==> src/hdl/ple_pkg.sv <==
// Shared constants and types for the prefixed line payload extractor.
// Used by the channel interfaces, the controller, the datapath and the top level.
// No dependencies.
package ple_pkg;

	typedef logic [7:0] byte_t;
	typedef logic [2:0] status_t;

	localparam byte_t CH_CR    = 8'h0D;
	localparam byte_t CH_LF    = 8'h0A;
	localparam byte_t CH_LEAD  = 8'h10;
	localparam byte_t CH_G     = 8'h47;
	localparam byte_t CH_B     = 8'h42;
	localparam byte_t CH_OPEN  = 8'h28;
	localparam byte_t CH_CLOSE = 8'h29;
	localparam int    MIN_FRAME = 5;
	localparam int    PREFIX_LEN = 3;

	localparam status_t ST_PAYLOAD   = 3'd0;
	localparam status_t ST_EMPTY     = 3'd1;
	localparam status_t ST_PREFIX    = 3'd2;
	localparam status_t ST_MALFORMED = 3'd3;
	localparam status_t ST_OVERFLOW  = 3'd4;

	// Commands from the controller to the datapath.
	typedef struct packed {
		logic    store;      // write the input byte into the line store
		logic    clear;      // empty the line and its tracking registers
		logic    run_start;  // latch the payload read window of the current line
		logic    rd_issue;   // read the line store at the read pointer
		logic    out_load;   // load the output register
		logic    out_mem;    // output byte comes from the read data
		logic    out_last;
		status_t out_status;
	} ple_cmd_t;

	// Status from the datapath to the controller.
	typedef struct packed {
		logic    is_cr;
		logic    is_lf;
		logic    full;       // fill count at LINE_DEPTH - 1, the most bytes a line may hold
		status_t verdict;    // judgment of the stored line
		logic    rd_last;    // read data holds the last payload byte
	} ple_sts_t;

endpackage

==> src/hdl/ple_rx_if.sv <==
// Input channel of the extractor: one received byte per item.
// Depends on ple_pkg for the byte type.
interface ple_rx_if;
	logic           valid;
	logic           ready;
	ple_pkg::byte_t rx_byte;

	modport source (output valid, output rx_byte, input ready);
	modport sink (input valid, input rx_byte, output ready);
endinterface

==> src/hdl/ple_res_if.sv <==
// Result channel of the extractor: payload byte, end-of-run flag and status.
// Depends on ple_pkg for the byte and status types.
interface ple_res_if;
	logic             valid;
	logic             ready;
	ple_pkg::byte_t   payload_byte;
	logic             run_last;
	ple_pkg::status_t frame_status;

	modport source (output valid, output payload_byte, output run_last,
		output frame_status, input ready);
	modport sink (input valid, input payload_byte, input run_last,
		input frame_status, output ready);
endinterface

==> src/hdl/ple_dp.sv <==
// Datapath of the extractor: line store memory, fill count, line tracking,
// read window and output register. Depends on ple_pkg.
module ple_dp #(
	parameter int LINE_DEPTH = 64
) (
	input  logic              clk,
	input  logic              arst_n,
	input  ple_pkg::byte_t    in_byte,
	input  ple_pkg::ple_cmd_t cmd,
	output ple_pkg::ple_sts_t sts,
	output ple_pkg::byte_t    payload_byte,
	output logic              run_last,
	output ple_pkg::status_t  frame_status
);

	localparam int AW = $clog2(LINE_DEPTH);

	ple_pkg::byte_t line_store [LINE_DEPTH];

	logic [AW-1:0]  count_q;
	logic           zero_seen_q;
	logic [AW-1:0]  zpos_q;
	ple_pkg::byte_t tail_q;
	ple_pkg::byte_t head_q [4];

	logic [AW-1:0]  rd_ptr_q;
	logic [AW-1:0]  end_ptr_q;
	ple_pkg::byte_t rd_data_q;
	logic           rd_last_q;

	ple_pkg::byte_t   out_byte_q;
	logic             out_last_q;
	ple_pkg::status_t out_status_q;

	logic [AW-1:0] line_end;
	logic          lead;
	logic [AW-1:0] line_len;
	logic          prefix_ok;

	// The line is judged up to its first zero byte; the tracking registers
	// follow that boundary as bytes are stored, so no scan is needed.
	always_comb begin
		line_end = zero_seen_q ? zpos_q : count_q;
		lead     = (head_q[0] == ple_pkg::CH_LEAD);
		line_len = line_end - AW'(lead);
		if (lead) begin
			prefix_ok = (head_q[1] == ple_pkg::CH_G) && (head_q[2] == ple_pkg::CH_B) &&
				(head_q[3] == ple_pkg::CH_OPEN);
		end else begin
			prefix_ok = (head_q[0] == ple_pkg::CH_G) && (head_q[1] == ple_pkg::CH_B) &&
				(head_q[2] == ple_pkg::CH_OPEN);
		end
		if (line_end == '0) begin
			sts.verdict = ple_pkg::ST_EMPTY;
		end else if (line_len < AW'(ple_pkg::PREFIX_LEN) || !prefix_ok) begin
			sts.verdict = ple_pkg::ST_PREFIX;
		end else if (line_len < AW'(ple_pkg::MIN_FRAME) || tail_q != ple_pkg::CH_CLOSE) begin
			sts.verdict = ple_pkg::ST_MALFORMED;
		end else begin
			sts.verdict = ple_pkg::ST_PAYLOAD;
		end
		sts.is_cr   = (in_byte == ple_pkg::CH_CR);
		sts.is_lf   = (in_byte == ple_pkg::CH_LF);
		sts.full    = (count_q >= AW'(LINE_DEPTH - 1));
		sts.rd_last = rd_last_q;
	end

	always_ff @(posedge clk) begin
		if (cmd.store) begin
			line_store[count_q] <= in_byte;
		end
		if (cmd.rd_issue) begin
			rd_data_q <= line_store[rd_ptr_q];
		end
	end

	always_ff @(posedge clk or negedge arst_n) begin
		if (!arst_n) begin
			count_q     <= '0;
			zero_seen_q <= 1'b0;
		end else if (cmd.clear) begin
			count_q     <= '0;
			zero_seen_q <= 1'b0;
		end else if (cmd.store) begin
			count_q <= count_q + AW'(1);
			if (!zero_seen_q && in_byte == '0) begin
				zero_seen_q <= 1'b1;
			end
		end
	end

	always_ff @(posedge clk) begin
		if (cmd.store) begin
			if (count_q[AW-1:2] == '0) begin
				head_q[count_q[1:0]] <= in_byte;
			end
			if (!zero_seen_q) begin
				if (in_byte == '0) begin
					zpos_q <= count_q;
				end else begin
					tail_q <= in_byte;
				end
			end
		end
		if (cmd.run_start) begin
			rd_ptr_q  <= AW'(lead) + AW'(ple_pkg::PREFIX_LEN);
			end_ptr_q <= line_end - AW'(2);
		end else if (cmd.rd_issue) begin
			rd_ptr_q  <= rd_ptr_q + AW'(1);
			rd_last_q <= (rd_ptr_q == end_ptr_q);
		end
		if (cmd.out_load) begin
			out_byte_q   <= cmd.out_mem ? rd_data_q : '0;
			out_last_q   <= cmd.out_last;
			out_status_q <= cmd.out_status;
		end
	end

	assign payload_byte = out_byte_q;
	assign run_last     = out_last_q;
	assign frame_status = out_status_q;

endmodule

==> src/hdl/ple_ctrl.sv <==
// Controller of the extractor: decodes accepted bytes, sequences the payload
// read-out and owns the handshakes. Depends on ple_pkg.
module ple_ctrl (
	input  logic              clk,
	input  logic              arst_n,
	input  logic              in_valid,
	output logic              in_ready,
	output logic              out_valid,
	input  logic              out_ready,
	input  ple_pkg::ple_sts_t sts,
	output ple_pkg::ple_cmd_t cmd
);

	localparam logic [1:0] S_IDLE = 2'd0;
	localparam logic [1:0] S_READ = 2'd1;
	localparam logic [1:0] S_SEND = 2'd2;

	logic [1:0] state_q;
	logic [1:0] state_d;
	logic       out_valid_q;
	logic       out_free;
	logic       in_fire;

	assign out_free  = !out_valid_q || out_ready;
	assign in_ready  = (state_q == S_IDLE) && out_free;
	assign in_fire   = in_valid && in_ready;
	assign out_valid = out_valid_q;

	always_comb begin
		cmd     = '0;
		state_d = state_q;
		case (state_q)
			S_IDLE: begin
				if (in_fire && !sts.is_cr) begin
					if (sts.is_lf) begin
						cmd.clear = 1'b1;
						if (sts.verdict == ple_pkg::ST_PAYLOAD) begin
							cmd.run_start = 1'b1;
							state_d       = S_READ;
						end else begin
							cmd.out_load   = 1'b1;
							cmd.out_last   = 1'b1;
							cmd.out_status = sts.verdict;
						end
					end else if (sts.full) begin
						cmd.clear      = 1'b1;
						cmd.out_load   = 1'b1;
						cmd.out_status = ple_pkg::ST_OVERFLOW;
					end else begin
						cmd.store = 1'b1;
					end
				end
			end
			S_READ: begin
				cmd.rd_issue = 1'b1;
				state_d      = S_SEND;
			end
			S_SEND: begin
				if (out_free) begin
					cmd.out_load   = 1'b1;
					cmd.out_mem    = 1'b1;
					cmd.out_last   = sts.rd_last;
					cmd.out_status = ple_pkg::ST_PAYLOAD;
					state_d        = sts.rd_last ? S_IDLE : S_READ;
				end
			end
			default: begin
				state_d = S_IDLE;
			end
		endcase
	end

	always_ff @(posedge clk or negedge arst_n) begin
		if (!arst_n) begin
			state_q     <= S_IDLE;
			out_valid_q <= 1'b0;
		end else begin
			state_q <= state_d;
			if (cmd.out_load) begin
				out_valid_q <= 1'b1;
			end else if (out_ready) begin
				out_valid_q <= 1'b0;
			end
		end
	end

	// A new result must never overwrite one that is still waiting.
	a_no_overwrite: assert property (@(posedge clk) disable iff (!arst_n)
		cmd.out_load |-> (!out_valid_q || out_ready))
		else $error("result register overwritten while still pending");

	a_read_then_send: assert property (@(posedge clk) disable iff (!arst_n)
		state_q == S_READ |=> state_q == S_SEND)
		else $error("read not followed by send");

	a_run_on_lf: assert property (@(posedge clk) disable iff (!arst_n)
		cmd.run_start |-> (in_fire && sts.is_lf && sts.verdict == ple_pkg::ST_PAYLOAD))
		else $error("payload run started without a valid line feed");

	a_store_excl: assert property (@(posedge clk) disable iff (!arst_n)
		!(cmd.store && (cmd.clear || cmd.out_load)))
		else $error("byte stored together with a clear or a result");

	a_last_ends_run: assert property (@(posedge clk) disable iff (!arst_n)
		(state_q == S_SEND && cmd.out_load && cmd.out_last) |=> state_q == S_IDLE)
		else $error("run continued after its last item");

endmodule

==> src/hdl/prefixed_line_payload_extractor.sv <==
// Top level of the prefixed line payload extractor: channels, controller and
// datapath. Depends on ple_pkg, ple_rx_if, ple_res_if, ple_ctrl and ple_dp.
//
//   channel | dir | fields                                  | item
//   rx      | in  | rx_byte[7:0]                            | one received byte
//   res     | out | payload_byte[7:0] run_last frame_status | one result
//
// Stored bytes, dropped carriage returns and status results complete on acceptance.
// A valid line gives its payload byte by byte: each byte is read into a register and
// loaded into the output register before the next byte of the line store is read.
// No item is taken while a payload run is read out or while a result is stalled.
// Reset clears the fill count, the zero-byte flag and control state only; the line store is not swept.
module prefixed_line_payload_extractor #(
	parameter int LINE_DEPTH = 64
) (
	input logic        clk,
	input logic        arst_n,
	ple_rx_if.sink     rx,
	ple_res_if.source  res
);

	ple_pkg::ple_cmd_t cmd;
	ple_pkg::ple_sts_t sts;

	ple_ctrl u_ctrl (
		.clk       (clk),
		.arst_n    (arst_n),
		.in_valid  (rx.valid),
		.in_ready  (rx.ready),
		.out_valid (res.valid),
		.out_ready (res.ready),
		.sts       (sts),
		.cmd       (cmd)
	);

	ple_dp #(
		.LINE_DEPTH (LINE_DEPTH)
	) u_dp (
		.clk          (clk),
		.arst_n       (arst_n),
		.in_byte      (rx.rx_byte),
		.cmd          (cmd),
		.sts          (sts),
		.payload_byte (res.payload_byte),
		.run_last     (res.run_last),
		.frame_status (res.frame_status)
	);

endmodule
==> src/flat_wrapper.sv <==
// flat-port wrapper written by rule: the top's interface ports become plain ports
module prefixed_line_payload_extractor_flat 
#(
	parameter int LINE_DEPTH = 64
)
  (clk, arst_n, rx_valid, rx_rx_byte, rx_ready, res_valid, res_payload_byte, res_run_last, res_frame_status, res_ready);
  ple_rx_if rx_i ();
  ple_res_if res_i ();
  input logic clk;
  input logic arst_n;
  input wire logic [$bits(rx_i.valid)-1:0] rx_valid;
  input wire logic [$bits(rx_i.rx_byte)-1:0] rx_rx_byte;
  output wire logic [$bits(rx_i.ready)-1:0] rx_ready;
  output wire logic [$bits(res_i.valid)-1:0] res_valid;
  output wire logic [$bits(res_i.payload_byte)-1:0] res_payload_byte;
  output wire logic [$bits(res_i.run_last)-1:0] res_run_last;
  output wire logic [$bits(res_i.frame_status)-1:0] res_frame_status;
  input wire logic [$bits(res_i.ready)-1:0] res_ready;
  assign rx_i.valid = rx_valid;
  assign rx_i.rx_byte = rx_rx_byte;
  assign rx_ready = rx_i.ready;
  assign res_valid = res_i.valid;
  assign res_payload_byte = res_i.payload_byte;
  assign res_run_last = res_i.run_last;
  assign res_frame_status = res_i.frame_status;
  assign res_i.ready = res_ready;
  prefixed_line_payload_extractor #(.LINE_DEPTH(LINE_DEPTH)) u_core (.clk(clk), .arst_n(arst_n), .rx(rx_i), .res(res_i));
endmodule
==> config.mk <==
export PLATFORM = sky130hd
export DESIGN_NAME = prefixed_line_payload_extractor_flat
export DESIGN_NICKNAME = d
export VERILOG_FILES = /design/src/hdl/ple_pkg.sv /design/src/hdl/ple_rx_if.sv /design/src/hdl/ple_res_if.sv /design/src/hdl/ple_dp.sv /design/src/hdl/ple_ctrl.sv /design/src/hdl/prefixed_line_payload_extractor.sv /design/src/flat_wrapper.sv
export SDC_FILE = /design/constraint.sdc
export NUM_CORES = 1
export LEC_CHECK = 0
export ABC_AREA = 1
export BUFFER_PORTS_ARGS = -buffer_cell sky130_fd_sc_hd__buf_2
export CAP_MARGIN = 20
export CORE_MARGIN = 2
export CORE_UTILIZATION = 40
export CTS_CLUSTER_SIZE = 8
export DETAILED_ROUTE_END_ITERATION = 10
export PLACE_DENSITY = 0.67
export SLEW_MARGIN = 15
export SYNTH_ARGS = -nofsm -noshare
export SYNTH_HDL_FRONTEND = slang
export SYNTH_HIERARCHICAL = 1
export SYNTH_SLANG_ARGS = --single-unit
==> constraint.sdc <==
create_clock -name clk -period 3.53 [get_ports clk]
set_input_delay 0 -clock clk [delete_from_list [all_inputs] [get_ports clk]]
set_output_delay 0 -clock clk [all_outputs]
set_load 0.02 [all_outputs]
# Word level (Yosys, flattened, before mapping)
# Memories as Yosys holds them, arrays and structs flattened. A register that Yosys moved wholly into a read port is not among the register bits.
# Index checks and enable logic that the tools add are counted.
# Widths: inputs -> output; s select.
# totals
ff_bits	49
latch_bits	0
mem_bits_rw	544
romBits	0
n_memories	2
# classes
n_addsub	5
multipliers	0
n_div	0
magnitude_cmp	3
eq_ne	17
shifts	0
muxes	46
bitwise	3
reduce_logical	29
# mem_list
memory	words	word_bits	read_ports	rd_clocked_by_memory_dff	wr	line_no	text
u_core.u_dp.line_store	64	8	1	1	1	ple_dp.sv:18	ple_pkg::byte_t line_store [LINE_DEPTH];
u_core.u_dp.head_q	4	8	4	0	1	ple_dp.sv:24	ple_pkg::byte_t head_q [4];
# ops
op	n
$mux 6	6
$eq 8x7->1 const B	4
$mux 1	24
$eq 8x4->1 const B	2
$eq 8x6->1 const B	2
$mux 2	7
$add 6x1->6 const B	2
$mux 3	4
$eq 8x5->1 const B	1
$logic_and 1x1->1	8
$logic_not 8->1	1
$mux 4	2
$ne 8x6->1 const B	1
$pmux 4 s2	1
$reduce_bool 2->1	4
$eq 6x6->1	1
$ge 6x6->1 const B	1
$logic_not 6->1	1
$lt 6x2->1 const B	1
$lt 6x3->1 const B	1
$ne 2x1->1 const B	3
$pmux 2 s3	1
$reduce_and 3->1	2
$sub 6x1->6	1
other kinds (14)	22

# Logic depth before layout (Yosys ltp)
# An unclocked memory read counts as a cell.
# depth
ltp_word	16
depth_mapped	23

# Modules after synthesis
# The synthesis kept the hierarchy.
# by_module_without_submodules
module	n_inst	cells_each	area_per_inst_um2	seq_area_each_um2
ple_dp	1	2050	24552.3	17922.2
ple_ctrl	1	47	317.8	75.1

# Worst setup path after synthesis
# OpenSTA, ideal clock, no wires.
# synth_path
kind	register to register
start	register u_core.u_dp.zero_seen_q
end	register u_core.u_dp.rd_ptr_q[0] (enable)
setup_time_ns	0.318
t_arrival_ns	3.131
required_time_ns	3.212
path_slack_ns	0.081
path_stages_with_launch	19
n_path_buf	1
cell_sequence	dfrtp_1 > buf_2 > inv_2 > or2_2 > o21ai_1 > ha_1 > ha_1 > or2_2 > nand3_1 > a21oi_1 > nand3_1 > nand2_1 > nor2_1 > nor2_1 > nor2_1 > nand3_1 > nor2_1 > inv_1 > nand2_1
# synth_lines
item	line_no	text
start, declared	ple_dp.sv:21	logic zero_seen_q;
start signal, assigned	ple_dp.sv:80	zero_seen_q <= 1'b0;
start signal, assigned	ple_dp.sv:83	zero_seen_q <= 1'b0;
start signal, assigned	ple_dp.sv:87	zero_seen_q <= 1'b1;
end signal, assigned	ple_dp.sv:106	rd_ptr_q <= AW'(lead) + AW'(ple_pkg::PREFIX_LEN);
end signal, assigned	ple_dp.sv:109	rd_ptr_q <= rd_ptr_q + AW'(1);
end, declared	ple_dp.sv:26	logic [AW-1:0] rd_ptr_q;

==> impl_metrics.env <==
export IMPL_status="finished clean"
export IMPL_met3_usage_pct=4.564
export IMPL_first_iter_violations=1587
export IMPL_cp_common_cell="nand3_1"
export IMPL_path_cells="inv_2, or2_2, o21ai_1, ha_2, ha_1, or2_2, nand3_1, a21oi_1, nand3_1, nand2_1, nor2_1, nor2_1, nor2_1, nand3_1, nand3_2, nand3_1, dlygate4sd3_1"
export IMPL_antenna_left=0
export IMPL_final_common_cell="edfxtp_1"
export IMPL_rsz0062_at_grt="false"
export IMPL_antenna_found_initial=1
export IMPL_cts_buffers=85
export IMPL_final_cell_mix="edfxtp_1, nor2_1, nand2_1"
export IMPL_synthXorXnorAreaFrac_pct=0.2465
export IMPL_route_detailed_drc=0
export IMPL_synth_area_mm2=0.02487
export IMPL_setup_tns_ns=0
export IMPL_synth_fa_ha_area_share_pct=0.4025
export IMPL_total_power_w=0.01673
export IMPL_whs_path_depth=2
export IMPL_io_pins=26
export IMPL_wl_um=64820
export IMPL_fin_crit_sh_pct=90.57
export IMPL_power_leakage_nw=10.06
export IMPL_grt_pass1_vias=16310
export IMPL_period_needed_ns=3.197
export IMPL_slew_violations=0
export IMPL_final_cells=3091
export IMPL_ir_drop_uv=404.5
export IMPL_cts_root_buf="clkbuf_16"
export IMPL_worstSetupPathType="flip-flop to flip-flop"
export IMPL_cp_required_ns=4.01
export IMPL_met1_usage_pct=28.63
export IMPL_finalHoldViolCount=0
export IMPL_grt_busiest_layer="met2"
export IMPL_worstMarginPinSlew_ns=1.030
export IMPL_grt_max_degree=196
export IMPL_gr_total_overflow=0
export IMPL_drtPass1Iterations=7
export IMPL_nets=2235
export IMPL_path_clk_slew_ns=0.05
export IMPL_wl_per_cell_um=20.97
export IMPL_yosysWarningCount=6
export IMPL_coreArea_mm2=0.06160
export IMPL_end_kind="flip-flop"
export IMPL_clk_latency_ns=0.62
export IMPL_synthDistinctLibCells=39
export IMPL_die_w_um=253.4
export IMPL_setup_viol=0
export IMPL_critPathMaxStageDelay_ns=0.56
export IMPL_drive_gt1_share_pct=11.76
export IMPL_area_growth_pct=15.71
export IMPL_routabilityCongestion=0.9002
export IMPL_synth_edf_count=591
export IMPL_synth_nets=2117
export IMPL_initial_core_util_pct=40.37
export IMPL_cts_sinks=601
export IMPL_arrival_ns=3.68
export IMPL_die_height_um=253.4
export IMPL_yosysSeqAreaShare_pct=72.37
export IMPL_r2r_cells=17
export IMPL_critPathLaunchType="flip-flop"
export IMPL_place_ws_ns=0.3062
export IMPL_synth_area_mux_share_pct=0
export IMPL_vias=16496
export IMPL_cts_tree="done"
export IMPL_worst_slack_ns=0.3330
export IMPL_critical_path_slowest_cell="dlygate4sd3_1"
export IMPL_maxSlewHeadroom_pct=31.32
export IMPL_async_reset_ff_share_pct=1.664
export IMPL_use_met2_pct=31.39
export IMPL_portBuffers=25
export IMPL_place_inst=2953
export IMPL_antennaDiodeCount=0
export IMPL_fin_skew_ns=0.02484
export IMPL_avgViaCountPerCell=5.337
export IMPL_hp_class="primary input to flip-flop"
export IMPL_syn_area_per_cell_um2=11.86
export IMPL_fin_hold_ws_ns=0.04594
export IMPL_synth_simple_area_share_pct=14.85
export IMPL_dpl_hpwl_um=39380
export IMPL_row_count=91
export IMPL_grt_pass1_wl_um=98260
export IMPL_die_area_mm2=0.06419
export IMPL_synth_top_family_by_area="simple AND/OR/NAND/NOR gates"
export IMPL_syn_inst=2097
export IMPL_synth_compound_area_share_pct=8.095
export IMPL_grtUsageTotal_pct=20.43
export IMPL_cp_max_fo=9
export IMPL_max_freq_ghz=0.3128
export IMPL_synthFlopType="edfxtp_1"
export IMPL_maxCapViolations=0
export IMPL_ys_seq_elements=601
export IMPL_cts_buffer_depth=3
export IMPL_powerDensity_mw_per_mm2=581.2
export IMPL_cts_htree_levels=3
state kept, by name, indices dropped and copies added (netlist names):
name,cells
u_core/u_dp/rd_data_q,8
u_core/u_dp/count_q,6
u_core/u_dp/payload_byte,8
u_core/u_dp/rd_last_q,1
u_core/u_dp/zpos_q,6
u_core/u_dp/head_q,32
u_core/u_dp/zero_seen_q,1
u_core/u_dp/frame_status,3
u_core/u_dp/run_last,1
u_core/u_ctrl/state_q,2
u_core/u_dp/line_store,512
u_core/u_dp/tail_q,8
u_core/u_dp/end_ptr_q,6
u_core/u_dp/rd_ptr_q,6
u_core/u_ctrl/out_valid,1
cell families after synthesis:
group	count (synthesis)
flops	601
fa+ha+maj	8
xor+xnor	7
other cells	1
buf+inv	212
simple gates	900
compound gates	368
final cells by class:
cell class              instances  area, µm²
well taps                     837       1047
fillers                      5456      32820
clock inverters                 5      57.56
flip-flops and latches        601      18000
clock buffers                 121       2305
multi-input cells            1284       5879
inverters                      97      369.1
repair buffers                146       1121
metal layers:
layer  share of wire [%]  routed length, µm  up-vias
met5               0.020                 13        -
met4                 2.9               1883        2
met3                 8.4               5429      127
met2                  45              29260      750
met1                  44              28230     8030
li1                    -                  -     7587
cells in the mapped netlist, types with 2 or more instances:
library cell	instances	area share (%)
xor2_1	5	0.18
o21ai_1	92	1.9
xnor2_1	2	0.070
nand3_1	122	2.5
clkbuf_1	52	0.78
nand2_4	2	0.091
nor3_1	11	0.22
nor2_1	498	7.5
buf_2	23	0.46
buf_6	18	0.81
dfrtp_1	10	1.0
nand2_1	225	3.4
nand4_1	6	0.15
inv_2	5	0.075
clkinv_1	2	0.030
buf_1	13	0.20
o211ai_1	64	1.9
or2_2	20	0.50
ha_1	8	0.40
buf_4	8	0.24
nand2_2	2	0.050
nor4_1	3	0.075
a21oi_1	44	0.89
o21ai_0	164	3.3
edfxtp_1	591	71
nand3b_1	5	0.15
inv_1	90	1.4
stage by stage:
step	area, µm²	util, %
final	28780	46.72
after global routing	28780	46.72
after CTS	28750	46.68
after detailed placement	26290	42.68
after global placement	26290	42.68
after floorplan	24870	-
critical path, delay by kind of cell (launching register included):
family / cells / cell delay [ns]
simple gates: 11 / 1.40
flops: 1 / 0.35
buf+inv: 2 / 0.64
fa+ha+maj: 2 / 0.51
compound gates: 2 / 0.18
power breakdown:
group          total (W)  switching [W]  internal (W)
clock            0.00729        0.00284       0.00446
combinational    0.00121       0.000916      0.000294
sequential       0.00822      0.0000897       0.00814
total             0.0167        0.00384        0.0129
worst paths after layout:
path                                          startpoint  slack [ns]                       endpoint
worst max-delay path             u_core/u_dp/zero_seen_q        0.33        u_core/u_ctrl/out_valid
worst min-delay path                       rx_rx_byte[1]        0.05  u_core/u_dp/line_store[49][1]
worst max register to register   u_core/u_dp/zero_seen_q        0.33        u_core/u_ctrl/out_valid
worst min register to register  u_core/u_dp/rd_data_q[6]        0.51    u_core/u_dp/payload_byte[6]
max in group asynchronous                         arst_n        2.65       u_core/u_ctrl/state_q[1]
min in group asynchronous                         arst_n        0.48         u_core/u_dp/count_q[5]
repair_timing:
item,in CTS,in global routing
setup endpoints to repair,0,10
hold buffers,10,0
gates resized for setup,0,3
endpoints found under the hold margin,82,0
buffers inserted,0,2
(Power assumes the default switching activity.)
